$ cat config.mk
export PLATFORM = sky130hd
export DESIGN_NAME = fctc_div_pipe
export DESIGN_NICKNAME = d
export VERILOG_FILES = /design/src/rtl/core/floor_ceiling_texel_caster_assert.svh /design/src/rtl/core/fctc_div_pipe.sv
export SDC_FILE = /design/constraint.sdc
export NUM_CORES = 2
export LEC_CHECK = 0
export BUFFER_PORTS_ARGS = -buffer_cell sky130_fd_sc_hd__buf_2
export CAP_MARGIN = 10
export CORE_UTILIZATION = 45
export DETAILED_ROUTE_END_ITERATION = 10
export GPL_TIMING_DRIVEN = 0
export SLEW_MARGIN = 25
export SYNTH_ARGS = -nofsm -noshare
export SYNTH_HDL_FRONTEND = slang
export SYNTH_SLANG_ARGS = --single-unit
$ cat constraint.sdc
create_clock -name clk_i -period 6 [get_ports clk_i]
set_input_delay 0 -clock clk_i [delete_from_list [all_inputs] [get_ports clk_i]]
set_output_delay 0 -clock clk_i [all_outputs]
set_load 0.02 [all_outputs]
$ cat src/rtl/core/floor_ceiling_texel_caster_assert.svh
// ----------------------------------------------------------------------------
// Floor and ceiling texel caster assertion macros
// Shared concurrent assertion forms, clocked on clk_i, off during reset.
// ----------------------------------------------------------------------------
`ifndef FLOOR_CEILING_TEXEL_CASTER_ASSERT_SVH
`define FLOOR_CEILING_TEXEL_CASTER_ASSERT_SVH

// Same-cycle implication
`define FCTC_ASSERT_IMP(lbl, ante, cons) \
  lbl: assert property (@(posedge clk_i) disable iff (!rst_ni) (ante) |-> (cons)) \
    else $error("fctc assertion failed");

// Next-cycle implication
`define FCTC_ASSERT_NXT(lbl, ante, cons) \
  lbl: assert property (@(posedge clk_i) disable iff (!rst_ni) (ante) |=> (cons)) \
    else $error("fctc assertion failed");

`endif

$ cat src/rtl/core/fctc_div_pipe.sv
// ----------------------------------------------------------------------------
// fctc_div_pipe
// Pipelined restoring divider, one quotient bit per register stage. The
// starting remainder must lie below the divisor; zeros are shifted in.
// ----------------------------------------------------------------------------
`timescale 1ns / 1ps

module fctc_div_pipe #(
  parameter int unsigned DEN_W = 36,
  parameter int unsigned QUO_W = 31
) (
  input  logic             clk_i,
  input  logic             rst_ni,
  input  logic             valid_i,
  input  logic [DEN_W-1:0] den_i,
  input  logic [DEN_W-1:0] rem_i,
  output logic             valid_o,
  output logic [QUO_W-1:0] quo_o
);

  logic [DEN_W-1:0] rem_q [QUO_W];
  logic [DEN_W-1:0] den_q [QUO_W];
  logic [QUO_W-1:0] quo_q [QUO_W];
  logic             vld_q [QUO_W];

  logic [DEN_W-1:0] src_rem [QUO_W];
  logic [DEN_W-1:0] src_den [QUO_W];
  logic [QUO_W-1:0] src_quo [QUO_W];
  logic             src_vld [QUO_W];

  assign src_rem[0] = rem_i;
  assign src_den[0] = den_i;
  assign src_quo[0] = '0;
  assign src_vld[0] = valid_i;

  for (genvar i = 1; i < QUO_W; i++) begin : g_src
    assign src_rem[i] = rem_q[i-1];
    assign src_den[i] = den_q[i-1];
    assign src_quo[i] = quo_q[i-1];
    assign src_vld[i] = vld_q[i-1];
  end

  for (genvar i = 0; i < QUO_W; i++) begin : g_stage
    logic [DEN_W:0]   rem2;
    logic             ge;
    logic [DEN_W:0]   diff;
    logic [DEN_W-1:0] rem_d;

    // shift, compare and subtract
    always_comb begin
      rem2  = {src_rem[i], 1'b0};
      ge    = rem2 >= {1'b0, src_den[i]};
      diff  = rem2 - {1'b0, src_den[i]};
      rem_d = ge ? diff[DEN_W-1:0] : rem2[DEN_W-1:0];
    end

    always_ff @(posedge clk_i or negedge rst_ni) begin
      if (!rst_ni) begin
        vld_q[i] <= 1'b0;
      end else begin
        vld_q[i] <= src_vld[i];
      end
    end

    always_ff @(posedge clk_i) begin
      rem_q[i] <= rem_d;
      den_q[i] <= src_den[i];
      quo_q[i] <= {src_quo[i][QUO_W-2:0], ge};
    end
  end

  assign valid_o = vld_q[QUO_W-1];
  assign quo_o   = quo_q[QUO_W-1];

endmodule

Yosys cells after proc, flatten, opt, wreduce, memory -nomap -nowiden
Memory sizes are Yosys's and may differ from the RTL's.
Index checks and enable logic that the tools add are counted.
- $add $sub $neg: 31
- multipliers: 0
- divide/modulo/power cells: 0
- order comparisons: 31
- equality and inequality tests: 0
- shifts and indexed selects: 0
- muxes and demuxes: 31
- bitwise gates (word level): 0
- reduce and logical (&&, ||, !) cells: 0
- operator list (kind ; number):
    $ge 37x36->1 ; 31
    $mux 36 ; 31
    $sub 36x36->36 ; 31
- bits in registers: 31
- latch bits: 0
- bits in writable memories: 3193
- memory bits (read-only): 0
- bits of input ports: 75
- output and inout port bits: 32
- word-level logic and storage cells: 127
- memories: 3
- memories (name ; words ; bits a word ; rd ports ; clocked after Yosys merged registers in ; write ports ; RTL line ; text):
    den_q ; 31 ; 36 ; 30 ; 0 ; 31 ; fctc_div_pipe.sv:22 ; logic [DEN_W-1:0] den_q [QUO_W];
    rem_q ; 31 ; 36 ; 30 ; 0 ; 31 ; fctc_div_pipe.sv:21 ; logic [DEN_W-1:0] rem_q [QUO_W];
    quo_q ; 31 ; 31 ; 31 ; 0 ; 31 ; fctc_div_pipe.sv:23 ; logic [QUO_W-1:0] quo_q [QUO_W];

Depth between registers and ports, before layout
An unclocked memory read counts as a cell.
- word-level depth: 3
- mapped depth: 15
- gate-level depth less buffers: 13

Worst setup path after synthesis
No wires, ideal clock.
- kind: reg2reg
- start: mem den_q[17][4] (netlist: den_q[1][40])
- end: mem rem_q[18][5] (netlist: rem_q[1][77])
- library setup time: 0.121 ns
- arrival time: 3.178 ns
- required time: 5.879 ns
- slack: 2.701 ns
- stages on the path, launching flop included: 14
- buffers on the path: 1
- period minus slack after synthesis: 3.299 ns
- cell sequence: dfxtp_1 > inv_1 > ha_1 > a21o_1 > or3_1 > o22ai_2 > o21ai_1 > a221o_1 > a31o_2 > a311o_1 > a41oi_2 > buf_4 > inv_2 > mux2_4
- RTL lines (element ; RTL line):
    from (decl) ; fctc_div_pipe.sv:22
    to (decl) ; fctc_div_pipe.sv:21

==> impl_metrics.yaml <==
floorplanning:
  ios: 107
  start_util_pct: 45.3
  design.core.area_sq_um: 280000
  die_x_um: 533
  rows: 194
  die_area_sq_um: 284000
  die_y_um: 533
worst_setup_path:
  cp-end-kind: "flop"
  critical_path_buf_inv_count: 4
  worst_path_largest_cell_delay_ps: 700
  crit_cells: 14
  crit_top_cell: "inv_1"
  r2r_start: "den_q[1][392]"
  cp.required_ps: 6740
  critPathSlowestCell: "nor3b_1"
  rr_worst_depth: 14
  critPathTopFamily: "simple AND/OR/NAND/NOR gates"
  worstSetupPathType: "flop to flop"
  startpoint: "den_q[1][392]"
  worstPathArrival_ps: 5640
  crit_fanout: 10
  crit_chain: "inv_1 -> ha_1 -> and2_1 -> nor3b_1 -> nand3_1 -> nor4_1 -> a2111oi_0 -> o21ai_0 -> or3_1 -> o21ai_1 -> inv_1 -> clkbuf_1 -> buf_1 -> a21oi_1"
  crit_path_start_kind: "flop"
detailed_routing:
  drtPass1Iterations: 6
  wire_per_inst_um: 18.4
  vias: 99200
  final_antenna_net_count: 0
  dr.first_iter.drc_count: 6654
  wl_um: 341000
  viasPerCell: 5.34
  detail_route.drc_violations: 0
logic_synthesis:
  synth_top_family_by_area: "compound AO/OA/AOI/OAI gates"
  avgSynthCellArea_sq_um: 9.04
  synth.net_count: 15200
  syn_inst: 14000
  synth_xor_area_share_pct: 6.10
  synth_cell_type_count: 97
  synth_fa_ha_area_share_pct: 11.5
  synth-async-reset-ratio_pct: 1.15
  synth_warnings: 0
  synth-simple-area-share_pct: 11.9
  synth_edf_count: 0
  synth-seq-cells: 2687
  synth_compound_area_share_pct: 19.9
  synth_ff_type: "dfxtp_1"
  synthMuxAreaShare_pct: 2.53
  seq_area_frac_synth_pct: 42.5
  synthesis.area_sq_um: 127000
sta:
  setup_slack_ps: 1100
  rsz0062_at_grt: "no"
  fin_hold_ws_ps: 122
  max_freq_mhz: 204
  skew_ps: 51.6
  slew_headroom_pct: 31.7
  final-max-slew-violation-count: 0
  min_period_ps: 4900
  tns_ps: 0
  setup_viol_count_final: 0
  period_share_pct: 81.6
  tightest_slew_ps: 1020
  hold_violations: 0
clocking:
  postCtsSetupRepairBufs: 0
  clock_path_buffers: 4
  clkSinkCount: 2687
  clkTransAtPathRegs_ps: 60
  holdBufCountCts: 174
  cts_buffers: 290
  cts_tree: "done"
  ctsResizeCount: 0
  cts_root_buf: "clkbuf_16"
  clock_latency_ps: 910
  h-tree-depth: 5
hold_path:
  min_path_cells: 5
  hp-class: "primary input to flop"
  worstHoldStart: "rem_i[0]"
final_layout:
  area_delta_synth_final_pct: 13.5
  mostFrequentLayoutCells: "dfxtp_1 (2656), inv_1 (1418), a21oi_1 (1248)"
  drive_above_1_share_pct: 7.09
  num-nets-final: 15800
  final_common_cell: "dfxtp_1"
  fin_cells: 18600
run_status:
  run_status: "complete, no violations"
placed_design:
  portBuffers: 106
  dp_slack_ps: 1350
  dpl.cell_count: 17900
  hpwl_um: 269000
  gp_congestion: 0.927
global_routing:
  first_global_vias: 94900
  grt_first_pass_wirelength_um: 530000
  grt_max_degree: 32
  track_usage_pct: 23.3
  overflow: 0
  grt_antenna_before_repair: 5
power_and_ir_drop:
  p_per_area_nw_per_um2: 642
  leakagePower_uw: 0.0666
  fin_total_pwr_uw: 92500
  ir_drop_uv: 375
run:
  drv_cap: 0
## through the flow
stage	util (%)	instance area (sq um)
floorplan	-	127000
global placement	47.2	132000
detailed placement	47.2	132000
CTS	51.4	144000
global route	51.4	144000
finish	51.4	144000
## synthesized netlist by cell type (31+ instances only)
| library cell | instances | area share, % |
|---|---|---|
| a21boi_0 | 40 | 0.24 |
| a21o_1 | 635 | 3.8 |
| nand4_1 | 184 | 0.91 |
| o31ai_1 | 113 | 0.67 |
| nor2b_1 | 145 | 0.72 |
| inv_1 | 1418 | 4.2 |
| o21a_1 | 141 | 0.83 |
| buf_4 | 36 | 0.21 |
| and2_1 | 82 | 0.40 |
| a211oi_1 | 71 | 0.42 |
| xnor2_1 | 526 | 3.6 |
| nor3_1 | 152 | 0.60 |
| xor2_1 | 358 | 2.5 |
| a21oi_1 | 1248 | 4.9 |
| o31a_1 | 44 | 0.30 |
| o21bai_1 | 179 | 1.1 |
| o21ai_0 | 896 | 3.5 |
| nor4_1 | 48 | 0.24 |
| nand3_1 | 228 | 0.90 |
| nand2b_1 | 163 | 0.80 |
| and4_1 | 37 | 0.26 |
| mux2_2 | 254 | 2.3 |
| and3_1 | 114 | 0.56 |
| a31oi_1 | 106 | 0.52 |
| a211o_1 | 33 | 0.23 |
| ha_1 | 1115 | 11 |
| buf_2 | 40 | 0.16 |
| o211ai_1 | 52 | 0.31 |
| nor2_1 | 890 | 2.6 |
| a41oi_1 | 38 | 0.26 |
| or2_2 | 41 | 0.20 |
| clkbuf_1 | 338 | 1.0 |
| nand2_1 | 956 | 2.8 |
| dfrtp_1 | 31 | 0.61 |
| or3_1 | 44 | 0.22 |
| dfxtp_1 | 2656 | 42 |
| o22ai_1 | 32 | 0.16 |
## layout make-up
type                            count  area (sq um)
Tap cell                         3724          4660
Buffer                            435          1840
Clock inverter                    147          2010
Antenna cell                       12          30.0
Clock buffer                      377          8140
Inverter                         1421          5330
Fill cell                       26300        136000
Timing Repair Buffer              280          2280
Sequential cell                  2687         53900
Multi-Input combinational cell   9483         65700
## path summary, 6_finish.rpt
path                            slack (ps)       endpoint
min in group asynchronous              140     src_vld[0]
worst min-delay path                   120    rem_q[0][1]
worst max register to register        1100  rem_q[1][417]
worst max-delay path                  1100  rem_q[1][417]
max in group asynchronous             5670    src_vld[19]
worst min register to register         300  quo_q[1][346]
## metal layers
| metal | vias to the layer above | GRT usage [%] | part of all wire [%] |
|---|---|---|---|
| met5 | - | 0 | 0 |
| met1 | 46400 | 29.8 | 44 |
| li1 | 49900 | - | - |
| met2 | 2357 | 40.9 | 48 |
| met4 | 0 | 7.40 | 3.0 |
| met3 | 599 | 2.63 | 4.8 |
## sequential cells by signal, summed over array words and instances (netlist names)
signal / count
rem_q: 1080
den_q: 1080
src_vld: 30
valid_o: 1
quo_q: 496
## logic make-up (layout without fill, tap and decap cells)
group | Yosys count | in the layout
AO/OA/AOI/OAI | 3995 | 3995
AND/OR/NAND/NOR | 3176 | 3176
flip-flops | 2687 | 2687
buffers and inverters | 1856 | 2660
adder cells (fa/ha/maj) | 1145 | 1145
XOR/XNOR | 884 | 884
multiplexers | 283 | 283
other | 0 | 12
## power by group
part           switching (uW)  internal (uW)  total [uW]
sequential               3750          24100       27800
clock                    7490          11100       18600
combinational           26700          19300       46000
total                   38000          54500       92500
## worst reg2reg max path, cell delays in order (launching register included)
cell and delay, ps:
dfxtp_1 350, inv_1 50, ha_1 380, and2_1 240
nor3b_1 700, nand3_1 250, nor4_1 580, a2111oi_0 130
o21ai_0 250, or3_1 220, o21ai_1 150, inv_1 200
clkbuf_1 590, buf_1 490, a21oi_1 180
Power figures use the tool's default switching activity.
